<file path="src/hdl/ntad_pkg.sv">
`timescale 1ns / 1ps
// ----------------------------------------------------------------------------
// ntad_pkg
// Shared types, constants and helper functions for the number to ASCII
// digit formatter.
// ----------------------------------------------------------------------------
package ntad_pkg;

  // Widths and limits of the formatter.
  localparam int NUM_W          = 32;
  localparam int LEN_W          = 6;
  localparam int LINE_W         = 3;
  localparam int SCOL_W         = 5;
  localparam int COL_W          = 6;
  localparam int CHAR_W         = 7;
  localparam int MAX_LENGTH     = 32;
  localparam int BCD_DIGITS     = 10;
  localparam int BCD_W          = 4 * BCD_DIGITS;
  localparam int DABBLE_STAGES  = 4;
  localparam int BITS_PER_STAGE = NUM_W / DABBLE_STAGES;

  // ASCII codes used by the formatter.
  localparam logic [CHAR_W-1:0] CHAR_ZERO  = 7'h30;
  localparam logic [CHAR_W-1:0] CHAR_UPPER = 7'h41;
  localparam logic [CHAR_W-1:0] CHAR_PLUS  = 7'h2B;
  localparam logic [CHAR_W-1:0] CHAR_MINUS = 7'h2D;

  // Formatting modes.
  typedef enum logic [1:0] {
    FUNC_UDEC = 2'd0,
    FUNC_SDEC = 2'd1,
    FUNC_HEX  = 2'd2,
    FUNC_BIN  = 2'd3
  } func_e;

  // One number as it travels down the pipeline.
  typedef struct packed {
    func_e                func;
    logic                 neg;
    logic [NUM_W-1:0]     val;
    logic [NUM_W-1:0]     sh;
    logic [BCD_W-1:0]     bcd;
    logic [LEN_W-1:0]     len;
    logic [LINE_W-1:0]    line;
    logic [COL_W-1:0]     col;
  } item_t;

  // One shift-and-add-3 step of the binary to BCD conversion.
  function automatic logic [BCD_W-1:0] dabble_step(input logic [BCD_W-1:0] bcd,
                                                   input logic bit_in);
    logic [BCD_W-1:0] adj;
    logic [3:0]       nib;
    adj = '0;
    for (int i = 0; i < BCD_DIGITS; i++) begin
      nib = bcd[4*i +: 4];
      adj[4*i +: 4] = (nib >= 4'd5) ? nib + 4'd3 : nib;
    end
    return {adj[BCD_W-2:0], bit_in};
  endfunction

  // Digit value to its ASCII character, 0-9 then A-F.
  function automatic logic [CHAR_W-1:0] to_ascii(input logic [3:0] d);
    if (d < 4'd10) begin
      return CHAR_ZERO + {3'b000, d};
    end
    return CHAR_UPPER + {3'b000, d} - 7'd10;
  endfunction

endpackage

</file>
<file path="src/hdl/ntad_prep.sv">
`timescale 1ns / 1ps
// ----------------------------------------------------------------------------
// ntad_prep
// Entry stage: takes the magnitude in signed mode, saturates the digit
// count and sets up the conversion registers.
// ----------------------------------------------------------------------------
module ntad_prep (
  input  logic                          clk_i,
  input  logic                          rst_ni,
  input  logic                          in_valid_i,
  output logic                          in_ready_o,
  input  logic [1:0]                    func_i,
  input  logic [ntad_pkg::NUM_W-1:0]    number_i,
  input  logic [ntad_pkg::LEN_W-1:0]    length_i,
  input  logic [ntad_pkg::LINE_W-1:0]   line_i,
  input  logic [ntad_pkg::SCOL_W-1:0]   start_column_i,
  output logic                          out_valid_o,
  input  logic                          out_ready_i,
  output ntad_pkg::item_t               item_o
);
  import ntad_pkg::*;

  logic  valid_q;
  item_t item_q, item_d;
  func_e func;
  logic  neg;

  // The stage is free when empty or when its beat moves on.
  assign in_ready_o  = !valid_q || out_ready_i;
  assign out_valid_o = valid_q;
  assign item_o      = item_q;

  // Build the item: magnitude, saturated length and starting column.
  always_comb begin
    func          = func_e'(func_i);
    neg           = (func == FUNC_SDEC) && number_i[NUM_W-1];
    item_d.func   = func;
    item_d.neg    = neg;
    item_d.val    = neg ? (~number_i + NUM_W'(1)) : number_i;
    item_d.sh     = item_d.val;
    item_d.bcd    = '0;
    item_d.len    = (length_i > LEN_W'(MAX_LENGTH)) ? LEN_W'(MAX_LENGTH) : length_i;
    item_d.line   = line_i;
    item_d.col    = {1'b0, start_column_i};
  end

  always_ff @(posedge clk_i or negedge rst_ni) begin
    if (!rst_ni) begin
      valid_q <= 1'b0;
    end else if (in_ready_o) begin
      valid_q <= in_valid_i;
    end
  end

  always_ff @(posedge clk_i) begin
    if (in_ready_o && in_valid_i) begin
      item_q <= item_d;
    end
  end

endmodule

</file>
<file path="src/hdl/ntad_dabble.sv">
`timescale 1ns / 1ps
// ----------------------------------------------------------------------------
// ntad_dabble
// One binary to BCD conversion stage: shifts eight bits of the magnitude
// into the BCD register with the add-3 adjustment.
// ----------------------------------------------------------------------------
module ntad_dabble (
  input  logic            clk_i,
  input  logic            rst_ni,
  input  logic            in_valid_i,
  output logic            in_ready_o,
  input  ntad_pkg::item_t item_i,
  output logic            out_valid_o,
  input  logic            out_ready_i,
  output ntad_pkg::item_t item_o
);
  import ntad_pkg::*;

  logic             valid_q;
  item_t            item_q, item_d;
  logic [BCD_W-1:0] bcd;

  assign in_ready_o  = !valid_q || out_ready_i;
  assign out_valid_o = valid_q;
  assign item_o      = item_q;

  // Eight conversion steps, most significant remaining bit first.
  always_comb begin
    bcd = item_i.bcd;
    for (int j = 0; j < BITS_PER_STAGE; j++) begin
      bcd = dabble_step(bcd, item_i.sh[NUM_W-1-j]);
    end
    item_d     = item_i;
    item_d.bcd = bcd;
    item_d.sh  = item_i.sh << BITS_PER_STAGE;
  end

  always_ff @(posedge clk_i or negedge rst_ni) begin
    if (!rst_ni) begin
      valid_q <= 1'b0;
    end else if (in_ready_o) begin
      valid_q <= in_valid_i;
    end
  end

  always_ff @(posedge clk_i) begin
    if (in_ready_o && in_valid_i) begin
      item_q <= item_d;
    end
  end

endmodule

</file>
<file path="src/hdl/ntad_emit.sv">
`timescale 1ns / 1ps
// ----------------------------------------------------------------------------
// ntad_emit
// Character sequencer: sends the sign in signed mode and then one digit per
// cycle, most significant first, through a registered output.
// ----------------------------------------------------------------------------
module ntad_emit (
  input  logic                        clk_i,
  input  logic                        rst_ni,
  input  logic                        in_valid_i,
  output logic                        in_ready_o,
  input  ntad_pkg::item_t             item_i,
  output logic                        strobe_o,
  output logic [ntad_pkg::LINE_W-1:0] out_line_o,
  output logic [ntad_pkg::COL_W-1:0]  column_o,
  output logic [ntad_pkg::CHAR_W-1:0] char_code_o,
  output logic                        last_o
);
  import ntad_pkg::*;

  // Sequencer state.
  logic              act_q, act_d;
  logic              sign_q, sign_d;
  logic [LEN_W-1:0]  cnt_q, cnt_d;
  logic [COL_W-1:0]  col_q, col_d;
  item_t             cur_q;

  // Output register.
  logic              strobe_q;
  logic [LINE_W-1:0] line_q;
  logic [COL_W-1:0]  column_q;
  logic [CHAR_W-1:0] char_q;
  logic              last_q;

  logic              load;
  logic              fin;
  logic [LEN_W-1:0]  e;
  logic [63:0]       bcd_ext;
  logic [3:0]        digit;
  logic [CHAR_W-1:0] code;

  // Digit at exponent e for the current mode; weights past the range give 0.
  always_comb begin
    e       = cnt_q - LEN_W'(1);
    bcd_ext = {{(64-BCD_W){1'b0}}, cur_q.bcd};
    case (cur_q.func)
      FUNC_HEX: digit = (e < LEN_W'(8)) ? cur_q.val[{e[2:0], 2'b00} +: 4] : 4'd0;
      FUNC_BIN: digit = {3'b000, cur_q.val[e[4:0]]};
      default:  digit = (e < LEN_W'(BCD_DIGITS)) ? bcd_ext[{e[3:0], 2'b00} +: 4] : 4'd0;
    endcase
    if (sign_q) begin
      code = cur_q.neg ? CHAR_MINUS : CHAR_PLUS;
      fin  = (cnt_q == '0);
    end else begin
      code = to_ascii(digit);
      fin  = (cnt_q == LEN_W'(1));
    end
  end

  // A new item loads when idle or on the final character of the current one.
  assign in_ready_o = !act_q || fin;
  assign load       = in_valid_i && in_ready_o;

  always_comb begin
    act_d  = act_q;
    sign_d = sign_q;
    cnt_d  = cnt_q;
    col_d  = col_q;
    if (act_q) begin
      col_d = col_q + COL_W'(1);
      if (fin) begin
        act_d = 1'b0;
      end else if (sign_q) begin
        sign_d = 1'b0;
      end else begin
        cnt_d = cnt_q - LEN_W'(1);
      end
    end
    if (load) begin
      // An item of zero length outside signed mode has no characters and is dropped.
      act_d  = (item_i.func == FUNC_SDEC) || (item_i.len != '0);
      sign_d = (item_i.func == FUNC_SDEC);
      cnt_d  = item_i.len;
      col_d  = item_i.col;
    end
  end

  always_ff @(posedge clk_i or negedge rst_ni) begin
    if (!rst_ni) begin
      act_q    <= 1'b0;
      sign_q   <= 1'b0;
      cnt_q    <= '0;
      col_q    <= '0;
      strobe_q <= 1'b0;
    end else begin
      act_q    <= act_d;
      sign_q   <= sign_d;
      cnt_q    <= cnt_d;
      col_q    <= col_d;
      strobe_q <= act_q;
    end
  end

  // Payload registers.
  always_ff @(posedge clk_i) begin
    if (load) begin
      cur_q <= item_i;
    end
    if (act_q) begin
      line_q   <= cur_q.line;
      column_q <= col_q;
      char_q   <= code;
      last_q   <= fin;
    end
  end

  assign strobe_o    = strobe_q;
  assign out_line_o  = line_q;
  assign column_o    = column_q;
  assign char_code_o = char_q;
  assign last_o      = last_q;

endmodule

</file>
<file path="src/hdl/number_to_ascii_digits.sv">
`timescale 1ns / 1ps
// ----------------------------------------------------------------------------
// number_to_ascii_digits
// Formats a 32-bit number as ASCII characters in unsigned decimal, signed
// decimal, uppercase hex or binary, one character per beat.
// ----------------------------------------------------------------------------
// The block sends one character per clock cycle. A number has length digits,
// plus one for the sign in signed mode (eleven characters for a ten-digit
// signed number). The character sequencer sets this rate. A number taken at
// start passes through one entry stage, four binary to BCD stages, the
// sequencer and the output register before its first character appears on
// the ports, and characters of one number come in consecutive cycles with
// last set on the final one. Up to five numbers wait in the pipeline while
// the sequencer works; busy is high when it is full.
// Results cannot be held off: capture every cycle in which strobe_o is high.
// A number of zero length in a mode other than signed decimal gives no
// characters.
// ----------------------------------------------------------------------------
module number_to_ascii_digits (
  input  logic                         clk_i,
  input  logic                         rst_ni,
  input  logic                         start,
  output logic                         busy,
  input  logic [1:0]                   func_i,
  input  logic [ntad_pkg::NUM_W-1:0]   number_i,
  input  logic [ntad_pkg::LEN_W-1:0]   length_i,
  input  logic [ntad_pkg::LINE_W-1:0]  line_i,
  input  logic [ntad_pkg::SCOL_W-1:0]  start_column_i,
  output logic                         strobe_o,
  output logic [ntad_pkg::LINE_W-1:0]  out_line_o,
  output logic [ntad_pkg::COL_W-1:0]   column_o,
  output logic [ntad_pkg::CHAR_W-1:0]  char_code_o,
  output logic                         last_o
);
  import ntad_pkg::*;

  logic  prep_ready;
  logic  stg_valid [DABBLE_STAGES+1];
  logic  stg_ready [DABBLE_STAGES+1];
  item_t stg_item  [DABBLE_STAGES+1];

  assign busy = !prep_ready;

  // Entry stage.
  ntad_prep u_prep (
    .clk_i          (clk_i),
    .rst_ni         (rst_ni),
    .in_valid_i     (start),
    .in_ready_o     (prep_ready),
    .func_i         (func_i),
    .number_i       (number_i),
    .length_i       (length_i),
    .line_i         (line_i),
    .start_column_i (start_column_i),
    .out_valid_o    (stg_valid[0]),
    .out_ready_i    (stg_ready[0]),
    .item_o         (stg_item[0])
  );

  // Binary to BCD conversion stages.
  for (genvar s = 0; s < DABBLE_STAGES; s++) begin : g_dabble
    ntad_dabble u_dabble (
      .clk_i       (clk_i),
      .rst_ni      (rst_ni),
      .in_valid_i  (stg_valid[s]),
      .in_ready_o  (stg_ready[s]),
      .item_i      (stg_item[s]),
      .out_valid_o (stg_valid[s+1]),
      .out_ready_i (stg_ready[s+1]),
      .item_o      (stg_item[s+1])
    );
  end

  // Character sequencer and output register.
  ntad_emit u_emit (
    .clk_i       (clk_i),
    .rst_ni      (rst_ni),
    .in_valid_i  (stg_valid[DABBLE_STAGES]),
    .in_ready_o  (stg_ready[DABBLE_STAGES]),
    .item_i      (stg_item[DABBLE_STAGES]),
    .strobe_o    (strobe_o),
    .out_line_o  (out_line_o),
    .column_o    (column_o),
    .char_code_o (char_code_o),
    .last_o      (last_o)
  );

`ifndef ASSERT_OFF
  // Characters of one number leave in consecutive cycles.
  a_contiguous: assert property (@(posedge clk_i) disable iff (!rst_ni)
    strobe_o && !last_o |=> strobe_o)
    else $error("character stream of a number was interrupted");

  // Within a number the column advances by one per character.
  a_column_step: assert property (@(posedge clk_i) disable iff (!rst_ni)
    strobe_o && !last_o |=> column_o == COL_W'($past(column_o) + COL_W'(1)))
    else $error("column did not advance by one");

  // Within a number the display line holds.
  a_line_hold: assert property (@(posedge clk_i) disable iff (!rst_ni)
    strobe_o && !last_o |=> $stable(out_line_o))
    else $error("display line changed inside a number");
`endif

endmodule

</file>
<file path="config.mk">
export PLATFORM = sky130hd
export DESIGN_NAME = number_to_ascii_digits
export DESIGN_NICKNAME = d
export VERILOG_FILES = /design/src/hdl/ntad_pkg.sv /design/src/hdl/ntad_prep.sv /design/src/hdl/ntad_dabble.sv /design/src/hdl/ntad_emit.sv /design/src/hdl/number_to_ascii_digits.sv
export SDC_FILE = /design/constraint.sdc
export NUM_CORES = 1
export LEC_CHECK = 0
export BUFFER_PORTS_ARGS = -buffer_cell sky130_fd_sc_hd__buf_2
export CAP_MARGIN = 0
export CORE_MARGIN = 2
export CORE_UTILIZATION = 50
export DETAILED_ROUTE_END_ITERATION = 10
export PLACE_DENSITY_LB_ADDON = 0.12
export SETUP_SLACK_MARGIN = 0.3
export SYNTH_ARGS = -nofsm -noshare
export SYNTH_HDL_FRONTEND = slang
export SYNTH_SLANG_ARGS = --single-unit
</file>
<file path="constraint.sdc">
create_clock -name clk_i -period 7.95 [get_ports clk_i]
set_clock_uncertainty 0.2 [all_clocks]
set_input_delay 0.795 -clock clk_i [delete_from_list [all_inputs] [get_ports clk_i]]
set_output_delay 0.795 -clock clk_i [all_outputs]
set_load 0.1 [all_outputs]
</file>
== Word level (Yosys, flattened, before mapping) ==
Cells that the tools add are included.
Widths: inputs -> output; s select.

* Register bits: 556
* Bits of input ports: 51
* Output and inout port bits: 19
* Word-level logic and storage cells: 924

* $add $sub $neg: 271
* $lt $le $gt $ge: 270
* Equal/unequal tests: 7
* Shift operators: 2
* Mux-type cells: 290
* Bitwise operators: 1
* Reductions and logical operators: 26

{| class="wikitable"
|+ Operators with widths
! kind !! number
|-
| $ge 4x3->1 const B || 255
|-
| $mux 4 || 244
|-
| $add 4x2->4 const B || 234
|-
| $mux 3 || 23
|-
| $shiftx 64x7->4 || 1
|-
| $add 3x2->3 const B || 21
|-
| $mux 6 || 6
|-
| $add 32x1->32 const B || 1
|-
| $mux 32 || 1
|-
| $not 32->32 || 1
|-
| $shiftx 32x6->4 || 1
|-
| $add 1x2->3 const B || 9
|-
| $ge 1x3->1 const B || 9
|-
| $mux 7 || 3
|-
| $lt 6x4->1 const B || 2
|-
| $mux 1 || 11
|-
| $pmux 4 s2 || 1
|-
| $add 6x4->7 const A || 1
|-
| $add 7x4->7 const A || 1
|-
| $logic_and 1x1->1 || 7
|-
| $logic_not 1->1 || 7
|-
| $logic_or 1x1->1 || 7
|-
| $sub 7x4->7 const B || 1
|-
| $add 6x1->6 const B || 1
|-
| 17 further kinds || 19
|}

== Depth between registers and ports, before layout ==
Gate-level depths: netlist of the first run.

* Word-level depth: 16
* Gate-level depth with buffers: 36
* Depth with buffers taken out: 36

== Hierarchy ==
Synthesis of the first run repeated with hierarchy kept, for this count alone.

* Cell total of the unflattened synthesis: 7297
* Area, all modules: 62892.8 µm²

{| class="wikitable"
|+ By module, submodules not included
! module !! times used !! cells an instance !! area each (µm²) !! seq. area each (µm²)
|-
| ntad_dabble || 4 || 1690 || 13798.2 || 3448.3
|-
| ntad_emit || 1 || 297 || 4819.6 || 3228.1
|-
| ntad_prep || 1 || 239 || 2876.5 || 1496.4
|-
| number_to_ascii_digits || 1 || 1 || 3.8 || 0.0
|}

== Worst setup path before layout of the first run ==
OpenSTA, ideal clock, no wires.

* Path type: reg-to-reg
* Start: register g_dabble[2].u_dabble.item_q (netlist bit g_dabble[2].u_dabble.item_o[20])
* End: register g_dabble[3].u_dabble.item_q (netlist bit g_dabble[3].u_dabble.item_o[21]), data pin
* Library setup time: 265 ps
* Arrival time: 6667 ps
* Required time: 7485 ps
* Setup slack: 818 ps
* Stages on the path, launching flop included: 35
* Path buffers: 0
* Clock period less this slack: 7132 ps
* Cell sequence: edfxtp_1 -> inv_1 -> ha_1 -> nand2b_2 -> a21oi_4 -> xnor2_2 -> inv_2 -> ha_1 -> nor2b_1 -> a221oi_2 -> nor2_1 -> ha_1 -> or3_1 -> a211oi_2 -> or2_2 -> ha_1 -> a2111oi_0 -> o311ai_1 -> nand2_1 -> o21ai_0 -> a21o_1 -> inv_1 -> ha_1 -> o221a_2 -> o21a_1 -> nor2_1 -> inv_1 -> ha_1 -> nor2_1 -> o21ai_0 -> a21oi_2 -> xnor2_1 -> nand2_1 -> nor2_1 -> or3_1

* Longest elaborated chain between the ends: 16
* Elaborated cells between the ends (all ways): 24
* Those cells by class: add/sub: 8; order compare: 8; mux: 8

{| class="wikitable"
|+ RTL lines
! element !! line !! text
|-
| from (decl) || ntad_dabble.sv:20 || <nowiki>item_t item_q, item_d;</nowiki>
|-
| from (signal assigned) || ntad_dabble.sv:48 || <nowiki>item_q <= item_d;</nowiki>
|-
| $add 4x2->4 / $ge 4x3->1 (equally long branches) || ntad_pkg.sv:56 || <nowiki>adj[4*i +: 4] = (nib >= 4'd5) ? nib + 4'd3 : nib;</nowiki>
|-
| $mux 4 (*) || ntad_pkg.sv:56 ||
|-
| $add 4x2->4 / $ge 4x3->1 (equally long branches) || ntad_pkg.sv:56 ||
|-
| $mux 4 (*) || ntad_pkg.sv:56 ||
|-
| $ge 4x3->1 / $add 4x2->4 (equally long branches) || ntad_pkg.sv:56 ||
|-
| $mux 4 (*) || ntad_pkg.sv:56 ||
|-
| $add 4x2->4 / $ge 4x3->1 (equally long branches) || ntad_pkg.sv:56 ||
|-
| $mux 4 (*) || ntad_pkg.sv:56 ||
|-
| $add 4x2->4 / $ge 4x3->1 (equally long branches) || ntad_pkg.sv:56 ||
|-
| $mux 4 (*) || ntad_pkg.sv:56 ||
|-
| $ge 4x3->1 / $add 4x2->4 (equally long branches) || ntad_pkg.sv:56 ||
|-
| $mux 4 (*) || ntad_pkg.sv:56 ||
|-
| $ge 4x3->1 / $add 4x2->4 (equally long branches) || ntad_pkg.sv:56 ||
|-
| $mux 4 (*) || ntad_pkg.sv:56 ||
|-
| $add 4x2->4 / $ge 4x3->1 (equally long branches) || ntad_pkg.sv:56 ||
|-
| $mux 4 (*) || ntad_pkg.sv:56 ||
|-
| net g_dabble[3].u_dabble.bcd[6] || ntad_dabble.sv:21 || <nowiki>logic [BCD_W-1:0] bcd;</nowiki>
|-
| to (signal assigned) || ntad_dabble.sv:48 ||
|-
| to (decl) || ntad_dabble.sv:20 ||
|}

The timed path passes the listed nets; every way through them passes the cells marked *.
A chain may end at the register's enable or synchronous reset.

== Final worst setup path of the first run ==
* Start: register g_dabble[1].u_dabble.item_q (netlist bit g_dabble[1].u_dabble.item_o[19])
* End: register g_dabble[2].u_dabble.item_q (netlist bit g_dabble[2].u_dabble.item_o[25]), data pin

* Longest elaborated chain between the ends: 16
* Elaborated cells between the ends (all ways): 42
* Those cells by class: add/sub: 14; order compare: 14; mux: 14

{| class="wikitable"
|+ RTL lines
! element !! line
|-
| from (decl) || ntad_dabble.sv:20
|-
| from (signal assigned) || ntad_dabble.sv:48
|-
| $add 4x2->4 / $ge 4x3->1 (equally long branches) || ntad_pkg.sv:56
|-
| $mux 4 (*) || ntad_pkg.sv:56
|-
| $add 4x2->4 / $ge 4x3->1 (equally long branches) || ntad_pkg.sv:56
|-
| $mux 4 || ntad_pkg.sv:56
|-
| $add 4x2->4 / $ge 4x3->1 (equally long branches) || ntad_pkg.sv:56
|-
| $mux 4 || ntad_pkg.sv:56
|-
| $ge 4x3->1 / $add 4x2->4 (equally long branches) || ntad_pkg.sv:56
|-
| $mux 4 || ntad_pkg.sv:56
|-
| $add 4x2->4 / $ge 4x3->1 (equally long branches) || ntad_pkg.sv:56
|-
| $mux 4 || ntad_pkg.sv:56
|-
| $add 4x2->4 / $ge 4x3->1 (equally long branches) || ntad_pkg.sv:56
|-
| $mux 4 || ntad_pkg.sv:56
|-
| $add 4x2->4 / $ge 4x3->1 (equally long branches) || ntad_pkg.sv:56
|-
| $mux 4 || ntad_pkg.sv:56
|-
| $add 4x2->4 / $ge 4x3->1 (equally long branches) || ntad_pkg.sv:56
|-
| $mux 4 (*) || ntad_pkg.sv:56
|-
| net g_dabble[2].u_dabble.bcd[10] || ntad_dabble.sv:21
|}

Marked as above.

==> impl_metrics.yaml, run 1 <==
placement:
  pre_cts_ws_ns: 0.265
  io_buffers: 69
  place_area_um2: 36500
  routabilityCongestion: 0.867
  dp.cells: 4600
  dpl.hpwl_um: 53500
floorplanning:
  start_util: 0.503
  ioPinCount: 70
  die-width_um: 269
  die_h_um: 269
  dieArea_um2: 72300
  rows: 97
  core-area_um2: 69800
sta:
  setup_violations: 0
  max-slew-margin-rel: 0.333
  post-route-period-util: 0.902
  fmax_mhz: 139
  rsz0062_at_grt: "yes"
  setup_ws_ns: 0.781
  final-max-slew-violation-count: 0
  worstMarginPinSlew_ns: 1.00
  finalHoldViolations: 0
  setup-tns-final_ns: 0
  period_needed_ns: 7.17
global_routing:
  antenna_found_initial: 0
  globalRouteOverflowTotal: 0
  grt_max_degree: 64
  grt_first_pass_wirelength_um: 119000
  grt_usage: 0.196
  grt_pass1_vias: 24488
synthesis:
  ys_ff_latch: 457
  synth_cells: 3653
  synth_warnings: 0
  syn_nets: 3850
  synth-edff-count: 437
  async_flop_share: 0.0438
  syn_area_um2: 35100
  yosysUniqueCellTypes: 136
  avgSynthCellArea_um2: 9.61
  synth-seq-area-share: 0.388
  ys.flop_type: "edfxtp_1"
finish:
  drive_gt1_frac: 0.148
  final_cell_count_no_fill: 4720
  fin_area_um2: 38800
  nets: 3939
  area_growth_pct: 10.6
  num_antenna_cells: 0
cts:
  cts_buffer_depth: 3
  clock-root-buffer: "clkbuf_16"
  cts_made_buffers: 47
  htreeDepth: 2
  clk_pin_slew_ns: 0.06
  cts_num_sinks: 457
  cts_tree: "done"
  insertion_delay_ns: 0.60
detailed_routing:
  wl_um: 72800
  drc: 0
  ant_nets: 0
  drtIter0Drc: 1944
  vias: 27343
  dr.pass1.iters: 6
  wl_per_cell_um: 15.4
  vias_per_cell: 5.79
worst_setup_path:
  worstSetupPathType: "reg -> reg"
  slowest_stage: "or4_1"
  reg2regPathDepth: 32
  crit_required_ns: 8.18
  startpoint_type: "flop"
  reg2reg_from: "g_dabble[1].u_dabble.item_o[19]$_DFFE_PP_"
  r2r_slack_ns: 0.78
  endpoint_kind: "flop"
  r2r-end: "g_dabble[2].u_dabble.item_o[25]$_DFFE_PP_"
  cp_slowest_stage_delay_ns: 0.51
  cp_max_fo: 8
  arrival_ns: 7.40
outcome:
  outcome: "complete, no violations"
worst_hold_path:
  hold_end: "u_prep.item_o[6]$_DFFE_PP_"
  holdPathStages: 1
  hp-start: "line_i[0]"
  hold_path_class: "in -> reg"
job:
  cap_viol_max_count: 0
[through the flow]
stage | utilization | hold slack, ns
final | 0.556 | 0.159
after CTS | 0.547 | 0.130
after detailed placement | 0.523 | 0.205
after floorplan | - | 0.200
after global placement | 0.523 | 0.201
after global routing | 0.556 | 0.139
[state kept, by name, indices dropped and copies added, names as in the netlist]
signal                         flops
u_emit.sign_q                      1
u_emit.col_q                       6
g_dabble.u_dabble.out_valid_o      4
u_emit.bcd_ext                    40
u_emit.strobe_o                    1
u_prep.out_valid_o                 1
u_emit.act_q                       1
u_emit.cnt_q                       6
u_emit.cur_q                      37
g_dabble.u_dabble.item_o         294
u_prep.item_o                     49
u_emit.column_o                    6
u_emit.last_o                      1
u_emit.char_code_o                 7
u_emit.out_line_o                  3
[worst max-delay path by stage]
stage	from	cells after the start	endpoint
floorplan	g_dabble[2].u_dabble.item_o[20]$_DFFE_PP_	34	g_dabble[3].u_dabble.item_o[21]$_DFFE_PP_
global placement	g_dabble[2].u_dabble.item_o[20]$_DFFE_PP_	34	g_dabble[3].u_dabble.item_o[21]$_DFFE_PP_
detailed placement	g_dabble[2].u_dabble.item_o[20]$_DFFE_PP_	34	g_dabble[3].u_dabble.item_o[21]$_DFFE_PP_
CTS	g_dabble[0].u_dabble.item_o[111]$_DFFE_PP_	30	g_dabble[1].u_dabble.item_o[22]$_DFFE_PP_
global route	g_dabble[2].u_dabble.item_o[23]$_DFFE_PP_	30	g_dabble[3].u_dabble.item_o[36]$_DFFE_PP_
finish	g_dabble[1].u_dabble.item_o[19]$_DFFE_PP_	32	g_dabble[2].u_dabble.item_o[25]$_DFFE_PP_
[layout make-up]
type / count / area [um2]
clock buffers: 56 / 1230
clock inverters: 31 / 454
fillers: 6160 / 31000
inverters: 218 / 820
multi-input cells: 2881 / 20600
flip-flops and latches: 457 / 13600
well taps: 940 / 1180
repair buffers: 137 / 858
[synth_stat cells (all sizes together), types with 16 or more instances]
cell type	n	share of area
nand2	292	0.031
a21boi	24	0.0052
mux2	73	0.024
and2	45	0.0080
ha	146	0.052
nor3b	16	0.0036
inv	215	0.023
a211oi	52	0.013
or3	50	0.0093
o22ai	41	0.0075
nor3	97	0.015
o31ai	35	0.0083
o211a	21	0.0060
a21oi	252	0.039
o211ai	59	0.013
mux4	28	0.018
clkbuf	73	0.0078
or2	35	0.0063
nor2b	51	0.0091
dfrtp	20	0.014
a2bb2oi	22	0.0058
xor2	42	0.011
nand3	87	0.012
o21bai	26	0.0056
xnor2	120	0.035
o221ai	18	0.0045
nor2	300	0.032
a22oi	21	0.0050
edfxtp	437	0.37
and3	26	0.0049
a211o	19	0.0050
o21ai	294	0.043
mux2i	108	0.031
a21o	44	0.0094
buf	24	0.0035
o21a	38	0.0081
a221oi	19	0.0072
nand2b	81	0.015
a31oi	53	0.0096
[critical path: cells and delay by family, from the launching register on]
family / cells / cell delay (ns)
simple gates: 9 / 2.19
compound gates: 10 / 2.08
fa+ha+maj: 6 / 1.39
buf+inv: 6 / 0.50
flops: 1 / 0.47
xor+xnor: 1 / 0.20
[cell families after synthesis]
family	count (synthesis)	synth area share
AOI/OAI and AO/OA	1206	0.241
and+or+nand+nor	1150	0.162
DFF	457	0.388
buffers and inverters	315	0.0346
muxes	209	0.0728
xor gates and xnor gates	165	0.0474
adders and majority gates	151	0.0535
[layer usage]
metal	vias to the layer above	GRT usage	wire length [um]
li1	14102	-	-
met1	12728	0.273	35000
met2	435	0.327	34000
met3	78	0.0231	2400
met4	0	0.0455	1320
met5	-	0	0
[placed cells by master (no fill, tap or decap), types with 53 or more instances in the layout]
master	Yosys	routed
nor2_1	298	295
buf_4	1	67
o21ai_1	52	53
mux2_2	69	69
nor3_1	89	88
o211ai_1	58	58
xnor2_1	100	93
nand2b_1	78	78
ha_1	146	142
nand3_1	87	87
inv_1	197	195
o21ai_0	231	224
mux2i_1	104	102
buf_2	17	69
nand2_1	291	290
edfxtp_1	437	437
a21oi_1	234	225
[timing repair]
| action | 4_1_cts | 5_1_grt |
|---|---|---|
| pin swaps | 2 | 12 |
| hold endpoints to repair | 20 | 0 |
| resized for setup | 0 | 78 |
| hold buffers | 1 | 0 |
| setup endpoints to repair | 1 | 61 |
| setup buffers | 2 | 30 |
Power of run 1 is left out: the tool's default activity adds up to more than one toggle a clock period on the data nets, which glitch-free logic cannot reach.
==> run 2, diff against run 1 <==
Settings changed: ABC_AREA from default to 1, CELL_PAD_IN_SITES_DETAIL_PLACEMENT from default to 0, CELL_PAD_IN_SITES_GLOBAL_PLACEMENT from default to 2, CORE_UTILIZATION 50 to 25.
==> run 2 against run 1 <==
Net effect:
- largest cell class unchanged
- sequential cell count unchanged
- sequential share of layout area increased by 2.4 points
- global-route usage down 8.4 points
- die area increased by 81%
- utilization shrank 27 points
- highest routed layer is now met5
- design area decreased by 6.5%
- clock-buffer cell count is 9 higher
- critical path type unchanged
- synthesized area decreased by 9.0%
- critical endpoint is now g_dabble[2].u_dabble.item_o[24]$_DFFE_PP_
- first-iteration DRC count decreased by 45%
==> impl_metrics.yaml, run 2 <==
worst_setup_path:
  reg2regPathDepth: 40
  crit_required_ns: 8.15
  arrival_ns: 6.42
  cp_max_fo: 5
  endpoint_kind: "flop"
  startpoint_type: "flop"
  reg2reg_from: "g_dabble[1].u_dabble.item_o[19]$_DFFE_PP_"
  worstSetupPathType: "reg -> reg"
  r2r_slack_ns: 1.73
  cp_slowest_stage_delay_ns: 0.41
  crit_top_cell: "nand2_1"
  slowest_stage: "edfxtp_1"
  r2r-end: "g_dabble[2].u_dabble.item_o[24]$_DFFE_PP_"
cts:
  cts_tree: "done"
  cts_resized: 0
  cts_num_sinks: 457
  htreeDepth: 2
  cts_made_buffers: 54
  cts_buffer_depth: 3
  cts_setup_buffers: 0
  clock-root-buffer: "clkbuf_16"
  hold_buffers: 1
  insertion_delay_ns: 0.65
  clk_pin_slew_ns: 0.06
placement:
  routabilityCongestion: 0.707
  dpl.hpwl_um: 55900
  io_buffers: 69
finish:
  drive_gt1_frac: 0.176
  final_common_cell: "nand2_1"
  num_antenna_cells: 0
  num-fill-cells: 13661
  layout_common_cells: "nand2_1 (1109), inv_1 (556), edfxtp_1 (437)"
  nets: 4144
  largest_reg_flops: 294
  area_growth_pct: 13.7
worst_hold_path:
  holdPathStages: 1
  hold_end: "u_prep.item_o[2]$_DFFE_PP_"
  hold_path_class: "in -> reg"
  hp-start: "start_column_i[2]"
sta:
  setup_violations: 0
  max-slew-margin-rel: 0.244
  period_needed_ns: 6.22
  finalHoldViolations: 0
  post-route-period-util: 0.782
  worstMarginPinSlew_ns: 1.13
  rsz0062_at_grt: "no"
  fmax_mhz: 161
  final-max-slew-violation-count: 0
  setup-tns-final_ns: 0
detailed_routing:
  ant_nets: 0
  wl_um: 72500
  vias: 24144
  vias_per_cell: 4.27
  dr.pass1.iters: 5
  drtIter0Drc: 1060
  drc: 0
  wl_per_cell_um: 12.8
outcome:
  outcome: "complete, no violations"
floorplanning:
  start_util: 0.251
  die_h_um: 361
  ioPinCount: 70
  core-area_um2: 127000
  rows: 131
  die-width_um: 361
  dieArea_um2: 131000
synthesis:
  syn_nets: 4023
  avgSynthCellArea_um2: 8.34
  synth_common_cells: "nand2_1 (1109), inv_1 (559), edfxtp_1 (437)"
  synth_top_cell_by_area: "edfxtp_1"
  synth-seq-area-share: 0.427
  ys.flop_type: "edfxtp_1"
  synth-edff-count: 437
  synth_top_cell_area_share: 0.411
  ys_ff_latch: 457
  async_flop_share: 0.0438
  synth_cells: 3826
  synth_warnings: 0
  syn_area_um2: 31900
  synth.area.top_cells: "edfxtp_1 (41%), nand2_1 (13%), inv_1 (6.6%), ha_1 (5.7%), nand3_1 (4.9%)"
  yosysUniqueCellTypes: 57
  yosysMostFrequentCell: "nand2_1"
global_routing:
  grt_first_pass_wirelength_um: 122000
  grt_max_degree: 58
  grt_usage: 0.112
  grt_pass1_vias: 24427
  antenna_found_initial: 1
  globalRouteOverflowTotal: 0
job:
  cap_viol_max_count: 0
[run 2: cell types whose count changed after synthesis, moves of 99 or more]
cell | previous run | this run
nand2_1 | 291 | 1109
inv_1 | 197 | 559
nand3_1 | 87 | 315
nand2_2 | 1 | 227
nor2_1 | 298 | 106
a21oi_1 | 234 | 46
nand4_1 | 13 | 153
o21ai_0 | 231 | 94
nand3_2 | 0 | 111
mux2i_1 | 104 | 5
[run 2: how the worst max path moves through the flow]
stage,depth (start not counted),start,endpoint,slack (ns)
final,40,g_dabble[1].u_dabble.item_o[19]$_DFFE_PP_,g_dabble[2].u_dabble.item_o[24]$_DFFE_PP_,1.73
after global placement,42,g_dabble[1].u_dabble.item_o[19]$_DFFE_PP_,g_dabble[2].u_dabble.item_o[24]$_DFFE_PP_,1.72
after detailed placement,40,g_dabble[1].u_dabble.item_o[19]$_DFFE_PP_,g_dabble[2].u_dabble.item_o[24]$_DFFE_PP_,1.65
after floorplan,14,u_emit.cnt_q[0]$_DFFE_PN0P_,g_dabble[1].u_dabble.item_o[0]$_DFFE_PP_,2.15
after CTS,40,g_dabble[1].u_dabble.item_o[19]$_DFFE_PP_,g_dabble[2].u_dabble.item_o[24]$_DFFE_PP_,1.65
after global routing,42,g_dabble[1].u_dabble.item_o[19]$_DFFE_PP_,g_dabble[2].u_dabble.item_o[24]$_DFFE_PP_,0.94
[run 2: logic make-up after synthesis]
logic type                 synth area share
muxes                               0.00157
adders and majority gates            0.0572
AOI/OAI and AO/OA                    0.0655
buffers and inverters                0.0737
and+or+nand+nor                       0.338
DFF                                   0.427
xor gates and xnor gates             0.0372
[run 2: cell type report]
cell class                 count  area, um2  share of cell area
timing repair buffer          84        460              0.0127
clock inverter                35        458              0.0126
multi-input combinational   2742      16000               0.440
inverter                     608       2280              0.0629
clock buffer                  65       1420              0.0392
sequential                   457      13600               0.375
tap                         1662       2080              0.0573
[run 2: per-stage QoR]
step                       util  area (um2)  instances  hold slack [ns]  setup WS [ns]
after floorplan               -       31900       3826            0.200           2.15
after global placement    0.271       34400       5552            0.201           1.72
after detailed placement  0.271       34400       5552            0.205           1.65
after CTS                 0.285       36300       5653           0.0564           1.65
after global routing      0.285       36300       5653           0.0746          0.938
final                     0.285       36300       5653            0.122           1.73
[run 2: worst max-delay path: cells and delay by family, from the launching register on]
| kind | cells | cell delay, ns |
|---|---|---|
| buf+inv | 4 | 0.31 |
| simple gates | 29 | 3.70 |
| flops | 1 | 0.41 |
| fa+ha+maj | 7 | 1.33 |
[run 2: routing by layer]
metal	wire length, um	track usage
met1	35600	0.147
met2	33900	0.195
met3	1730	0.0155
met4	1220	0.0238
met5	16	0
Power of run 2 is left out for the same reason.
